===== src/rtl/core/tbvs_pkg.sv =====
package tbvs_pkg;

	localparam int MAX_NODES_DEF = 64;

	localparam int CFG_IDX_W  = 2;
	localparam int CFG_DATA_W = 32;
	localparam int NODE_W     = 6;

	localparam logic [CFG_IDX_W-1:0] CFG_INV_STEP_SQUARED = 2'd0;
	localparam logic [CFG_IDX_W-1:0] CFG_LEFT_BOUNDARY    = 2'd1;
	localparam logic [CFG_IDX_W-1:0] CFG_RIGHT_BOUNDARY   = 2'd2;

	localparam logic [30:0]        INV_STEP_SQUARED_RST = 31'd26354647;
	localparam logic signed [31:0] LEFT_BOUNDARY_RST    = 32'sd131072;
	localparam logic signed [31:0] RIGHT_BOUNDARY_RST   = 32'sd196608;

	typedef struct packed {
		logic signed [31:0] rhs_sample;
		logic               final_sample;
	} in_item_t;

	typedef struct packed {
		logic [NODE_W-1:0]  node_number;
		logic signed [31:0] solution_value;
		logic               run_end;
	} result_t;

	typedef struct packed {
		logic [30:0]        inv_step_squared;
		logic signed [31:0] left_boundary;
		logic signed [31:0] right_boundary;
	} cfg_t;

	typedef enum logic [3:0] {
		B_IDLE,
		B_MULA,
		B_MULB,
		B_PREP,
		B_DIV,
		B_WR,
		B_RDY,
		B_MULY,
		B_OUT
	} back_state_t;

endpackage


===== src/rtl/core/tbvs_front.sv =====
module tbvs_front #(
	parameter int MAX_NODES = tbvs_pkg::MAX_NODES_DEF
) (
	input  logic                         clk,
	input  logic                         arst_n,
	input  logic                         start,
	output logic                         busy,
	input  tbvs_pkg::in_item_t           in_item,
	output logic                         head_valid,
	output logic signed [31:0]           head_rhs,
	output logic [$clog2(MAX_NODES)-1:0] head_idx,
	output logic                         head_last,
	input  logic                         head_pop
);
	import tbvs_pkg::*;

	localparam int IW = $clog2(MAX_NODES);
	localparam logic [IW-1:0] LAST_IDX = IW'(MAX_NODES - 2);

	logic [IW-1:0]      count_q;
	logic [IW-1:0]      idx;
	logic               last;
	logic               accept;
	logic signed [31:0] q_rhs_q  [2];
	logic [IW-1:0]      q_idx_q  [2];
	logic               q_last_q [2];
	logic               wr_ptr_q;
	logic               rd_ptr_q;
	logic [1:0]         fill_q;

	// The node index and the closing decision are settled here, so the
	// back end only sees fully classified transactions.
	assign idx    = count_q + IW'(1);
	assign last   = in_item.final_sample || (idx == LAST_IDX);
	assign busy   = (fill_q == 2'd2);
	assign accept = start && !busy;

	always_ff @(posedge clk or negedge arst_n) begin
		if (!arst_n) begin
			count_q  <= '0;
			wr_ptr_q <= 1'b0;
			rd_ptr_q <= 1'b0;
			fill_q   <= 2'd0;
		end else begin
			if (accept) begin
				count_q  <= last ? '0 : idx;
				wr_ptr_q <= !wr_ptr_q;
			end
			if (head_pop) begin
				rd_ptr_q <= !rd_ptr_q;
			end
			fill_q <= fill_q + 2'(accept) - 2'(head_pop);
		end
	end

	always_ff @(posedge clk) begin
		if (accept) begin
			q_rhs_q[wr_ptr_q]  <= in_item.rhs_sample;
			q_idx_q[wr_ptr_q]  <= idx;
			q_last_q[wr_ptr_q] <= last;
		end
	end

	assign head_valid = (fill_q != 2'd0);
	assign head_rhs   = q_rhs_q[rd_ptr_q];
	assign head_idx   = q_idx_q[rd_ptr_q];
	assign head_last  = q_last_q[rd_ptr_q];

endmodule


===== config.mk =====
export PLATFORM = sky130hd
export DESIGN_NAME = tbvs_front
export DESIGN_NICKNAME = d
export VERILOG_FILES = /design/src/rtl/core/tbvs_pkg.sv /design/src/rtl/core/tbvs_front.sv
export SDC_FILE = /design/constraint.sdc
export NUM_CORES = 1
export LEC_CHECK = 0
export ABC_AREA = 0
export ABC_CLOCK_PERIOD_IN_PS = 6000
export BUFFER_PORTS_ARGS = -buffer_cell sky130_fd_sc_hd__buf_2
export CAP_MARGIN = 10
export CELL_PAD_IN_SITES_DETAIL_PLACEMENT = 1
export CELL_PAD_IN_SITES_GLOBAL_PLACEMENT = 2
export CORE_MARGIN = 2
export CORE_UTILIZATION = 30
export CTS_BUF_LIST = sky130_fd_sc_hd__clkbuf_2 sky130_fd_sc_hd__clkbuf_4 sky130_fd_sc_hd__clkbuf_8
export DETAILED_ROUTE_END_ITERATION = 10
export PLACE_DENSITY = 0.65
export SLEW_MARGIN = 0
export SYNTH_ARGS = -nofsm -noshare
export SYNTH_HDL_FRONTEND = slang
export SYNTH_SLANG_ARGS = --single-unit

===== constraint.sdc =====
create_clock -name clk -period 6 [get_ports clk]
set_input_delay 0.3 -clock clk [delete_from_list [all_inputs] [get_ports clk]]
set_output_delay 0.3 -clock clk [all_outputs]
set_load 0.05 [all_outputs]

# Word-level counts from Yosys, hierarchy flattened
# Memory sizes are Yosys's and may differ from the RTL's.
# Index checks and enable logic that the tools add are counted.
dict set report word_totals {
  in_bits 37
  mem_count 3
  elab_cells 21
  regBits 10
  mem_bits_rw 78
  out_inout_bits 41
}
dict set report op_classes {
  add_sub_neg 3
  n_reduce_logical 6
  eq_ne 2
  mux 3
}
# name words word_bits rd rd_ports_with_merged_regs wr line
set mem_list {}
lappend mem_list {q_rhs_q 2 32 1 0 1 tbvs_front.sv:24} ;# logic signed [31:0] q_rhs_q [2];
lappend mem_list {q_idx_q 2 6 1 0 1 tbvs_front.sv:25} ;# logic [IW-1:0] q_idx_q [2];
lappend mem_list {q_last_q 2 1 1 0 1 tbvs_front.sv:26} ;# logic q_last_q [2];
# operator n
set ops {}
lappend ops {{adder 6 x 1 -> 6 bit (second input constant)} 1}
lappend ops {{equality test 6 bit (second input constant)} 1}
lappend ops {{two-way mux 6 bit} 1}
lappend ops {{zero test 1 bit} 3}
lappend ops {{adder 2 x 1 -> 2 bit} 1}
lappend ops {{equality test 2 bit (second input constant)} 1}
lappend ops {{two-way mux 1 bit} 2}
lappend ops {{nonzero test 2 bit} 1}
lappend ops {{subtractor 2 x 1 -> 2 bit} 1}
lappend ops {{logical AND 1 bit} 1}
lappend ops {{logical OR 1 bit} 1}

# Logic depth before layout (Yosys ltp)
dict set report depth {
  word_depth 5
  mapped_depth 6
  ltp_nobuf 6
}

# Least setup slack after synthesis
# Ideal clock, no wire load.
dict set report synth_timing {
  path_type {register to register}
  from {register fill_q[1]}
  to {memory q_idx_q[0][0] in the netlist's numbering, enable pin}
  stages_incl_launch_ff 5
  period_less_slack_ns 2.916
  path_buffers 1
  setup_ns 0.435
  t_required_ns 5.565
  slack_ns 3.084
  t_arrival_ns 2.480
  path_cell_list {dfrtp_1 -> nand2b_1 -> nand2_1 -> clkbuf_1 -> nor2_1}
}
dict set report synth_via {
  elab_chain_cells 5
}
# item line
set synth_rtl {}
lappend synth_rtl {{start: declaration} tbvs_front.sv:29} ;# logic [1:0] fill_q;
lappend synth_rtl {{start signal: assignment} tbvs_front.sv:52} ;# fill_q <= fill_q + 2'(accept) - 2'(head_pop);
lappend synth_rtl {{equality test 2 bit} tbvs_front.sv:35} ;# assign busy = (fill_q == 2'd2);
lappend synth_rtl {{zero test 1 bit} tbvs_front.sv:36} ;# assign accept = start && !busy;
lappend synth_rtl {{logical AND 1 bit} tbvs_front.sv:36}
lappend synth_rtl {{two-way mux 1 bit} tbvs_front.sv:57} ;# if (accept) begin
lappend synth_rtl {{two-way mux 1 bit (implied by the code)} tbvs_front.sv:59} ;# q_idx_q[wr_ptr_q] <= idx;
lappend synth_rtl {{end: declaration} tbvs_front.sv:25}
# Every way passes these cells.

# Worst setup path in the final report
dict set report layout_timing {
  from {register rd_ptr_q}
  to {output head_rhs[21]}
}
dict set report layout_via {
  elab_chain_cells 1
}
# item line
set layout_rtl {}
lappend layout_rtl {{start: declaration} tbvs_front.sv:28} ;# logic rd_ptr_q;
lappend layout_rtl {{start signal: assignment} tbvs_front.sv:50} ;# rd_ptr_q <= !rd_ptr_q;
lappend layout_rtl {{memory read (2 x 32 bit)} -}
lappend layout_rtl {{end: declaration} tbvs_front.sv:10} ;# output logic signed [31:0] head_rhs,
# Every way passes these cells.

==> reports/results.md <==
| Parameter | Value |
|---|---|
| Nets in the synthesized netlist | 230 |
| Number of pins exceeding their max-slew limit in the final report | 0 |
| Worst-case vdd ir drop | 275 uV |
| Number of instances in the synthesized netlist | 189 |
| Row count | 39 |
| FF+latch count, synth | 88 |
| Clk_skew | 0.00661 ns |
| Buffer cell driving the clock tree root | clkbuf_8 |
| Internal | 1.34 mW |
| Startpoint class of the critical path | flop |
| Setup slack, reg-to-reg | 4.06 ns |
| Reg2reg path depth | 4 |
| Ratio of routed vias to standard cells | 4.48 |
| Status | completed |
| Starting density of the core | 0.305 |
| M2 GR Usage | 0.173 |
| Yosys synthesis warning count | 0 |
| Aggregate routed wire length | 6.60 mm |
| Number of buffers inserted to repair setup after CTS | 0 |
| Sequential fraction of the synthesis area | 0.750 |
| Endpoint arrival time on the critical path | 2.04 ns |
| Required time of the critical path | 5.70 ns |
| Chip height | 111 um |
| Leading register cell type out of synthesis | edfxtp_1 |
| Global router's overall resource usage | 0.111 |
| Critical path's largest stage delay | 1.03 ns |
| Worst hold path startpoint | in_item[9] |
| Final worst-path cycle share | 0.390 |
| Share of final-layout standard cells stronger than drive strength 1 | 0.514 |
| Register Area | 2590 um^2 |
| TritonCTS clock tree | done |
| Post-Syn Area per Cell | 18.3 um^2 |
| Worst path depth | 2 |
| Critical register-to-register path startpoint | fill_q[1]$_DFF_PN0_ |
| Worst-case headroom to the max-slew limit | 0.328 |
| Total of cells resized after clock tree synthesis | 0 |
| Final-layout fill cell count | 1175 |
| Weighted congestion reported at the end of routability-driven placement | 0.706 |
| Sum of buffers and inverters on the critical path | 1 |
| Static leakage | 1.64 nW |
| Global-route wire length before repair | 10.6 mm |
| Core region area | 11300 um^2 |
| Async SR Flop Fraction | 0.114 |
| Final critical delay including setup and external delays | 2.34 ns |
| Final routed wire length divided by cell count | 15.7 um |
| Post-layout nets | 314 |
| Setup Total Neg Slack | 0 ns |
| Initial antenna violation count | 0 |
| Worst-path maximum fanout | 40 |
| Crit end category | primary output |
| Drt pass-1 iters | 4 |
| Highest attainable clock frequency | 428 MHz |
| Clock slew seen by the registers of the worst setup and hold paths | 0.08 ns |
| Total chip power | 2.30 mW |
| Top Family by Delay on Critical Path | flip-flops |
| Die span in x | 111 um |
| Distinct cell type count after synthesis | 32 |
| Number of synthesized flops with an enable pin | 78 |
| Antenna Diode Count | 0 |
| Type of the worst min-delay path | in -> reg |
| Sequence of cells on the critical path | mux2_2 > buf_2 |
| Critical path class | reg -> out |
| I/O Buffers | 77 |
| Final hold vios | 0 |
| Count of cells along the worst hold path | 1 |
| Setup violation total in the final timing report | 0 |
| Worst hold endpoint | q_rhs_q[0][8]$_DFFE_PP_ |
| I/O pins | 78 |
| Terminus of the critical flop-to-flop path | q_rhs_q[0][30]$_DFFE_PP_ |
| Num Clock Sinks | 88 |
| Total die area | 12400 um^2 |
| Part of the total power dissipated in combinational logic | 0.400 |
| Num CTS Buffers | 9 |
| Areal power density over the cells | 545 nW/um^2 |
| GRT Max-Usage Layer | met2 |
| Worst path slowest cell | dfrtp_2 |
| Layout overhead on the synthesized area | 22.3% |
| Power spent charging and discharging nets | 967 uW |
| Drt drc | 0 |
| Maximum number of pins on one net before global-route repair | 41 |
| Total global routing overflow | 0 |
| Antenna viol nets, final | 0 |
| Total half-perimeter wirelength after legalization and detailed placement | 4.16 mm |
| Global-route track usage on met3 | 0.0338 |
| Area of the multi-input gates | 806 um^2 |
| Leading cell type in the layout, fill and taps excluded | edfxtp_1 |
| Total number of vias | 1885 |
| Sequential fraction of design power | 0.413 |
| Switching Fraction | 0.420 |
| Vias in the first global route | 1994 |
| Clk pwr share | 0.187 |
| Top library cells by usage in the layout, fill and taps aside | 78 x edfxtp_1, 77 x buf_2, 39 x mux2_2 |
| Clk Latency, worst-skew pair | 0.35 ns |
| Transition time at the pin with the least slew margin | 1.01 ns |
| Clk buf depth | 2 |
| Count of maximum capacitance violations | 0 |
| Unrepaired setup endpoints after global routing | false |
| Met1 usage | 0.145 |
| Total standard cell area after synthesis | 3460 um^2 |
| DR iter-0 viols | 41 |
| H-tree Lvls | 3 |
| Number of buffers inserted for hold repair after clock tree synthesis | 1 |
==> power groups by stage <==
stage          Clock (mW)  Combinational [mW]  Sequential (mW)
6_report            0.431               0.922            0.952
5_1_grt             0.468               0.977            0.977
4_1_cts             0.446               0.939            0.957
3_5_place_dp            0               0.935            0.969
3_3_place_gp            0               0.930            0.966
2_1_floorplan           0               0.782            0.894
==> how the worst max path moves through the flow <==
| stage | startpoint | endpoint | slack (ns) |
|---|---|---|---|
| finish | rd_ptr_q$_DFFE_PN0P_ | head_rhs[21] | 3.66 |
| global route | rd_ptr_q$_DFFE_PN0P_ | head_rhs[21] | 3.51 |
| detailed placement | rd_ptr_q$_DFFE_PN0P_ | head_rhs[21] | 4.00 |
| floorplan | fill_q[1]$_DFF_PN0_ | q_idx_q[0][0]$_DFFE_PP_ | 3.08 |
| CTS | rd_ptr_q$_DFFE_PN0P_ | head_rhs[21] | 3.59 |
| global placement | rd_ptr_q$_DFFE_PN0P_ | head_rhs[7] | 4.01 |
==> cells by family after synthesis <==
group,synth area share
adder cells (fa/ha/maj),0.0145
XOR/XNOR,0.0177
multiplexers,0.127
flip-flops,0.750
AND/OR/NAND/NOR,0.0445
buffers and inverters,0.0195
AO/OA/AOI/OAI,0.0268
==> area by class of cell <==
cell class              count  share of cell area
clock buffers               9              0.0293
clock inverters             7              0.0204
inverters                  10             0.00888
multi-input cells          85               0.191
flip-flops and latches     88               0.613
well taps                 143              0.0423
repair buffers             79              0.0953
==> synth_stat cells, types with 2 or more instances <==
cell type	instances	share of area
nand3_1	2	0.0029
nand2_1	7	0.0076
dfrtp_1	10	0.072
nand4_1	2	0.0036
mux2_2	39	0.13
clkbuf_1	2	0.0022
o21ai_1	2	0.0029
edfxtp_1	78	0.68
xnor2_1	3	0.0076
inv_1	10	0.011
ha_1	4	0.014
buf_1	3	0.0033
or2_2	3	0.0054
xor2_1	4	0.010
o41ai_1	3	0.0076
==> layer usage <==
layer  share of wire  vias up
li1                -      885
met1            0.46      946
met2            0.48       46
met3           0.049        8
met4           0.012        0
met5               0        -
==> sequential cells by signal, indices dropped and copies added, names as in the netlist <==
name / count
q_rhs_q: 64
fill_q: 2
q_idx_q: 12
rd_ptr_q: 1
q_last_q: 2
count_q: 6
wr_ptr_q: 1
==> metrics by stage <==
step	std cells	setup slack [ns]	utilization	hold WS (ns)	cell area, um^2
6_report	421	3.66	0.374	0.137	4230
5_1_grt	421	3.51	0.374	0.112	4230
4_1_cts	421	3.59	0.374	0.116	4230
3_5_place_dp	404	4.00	0.354	0.191	4010
3_3_place_gp	404	4.01	0.354	0.187	4010
2_1_floorplan	189	3.08	-	0.00441	3460
Power figures use the tool's default switching activity.
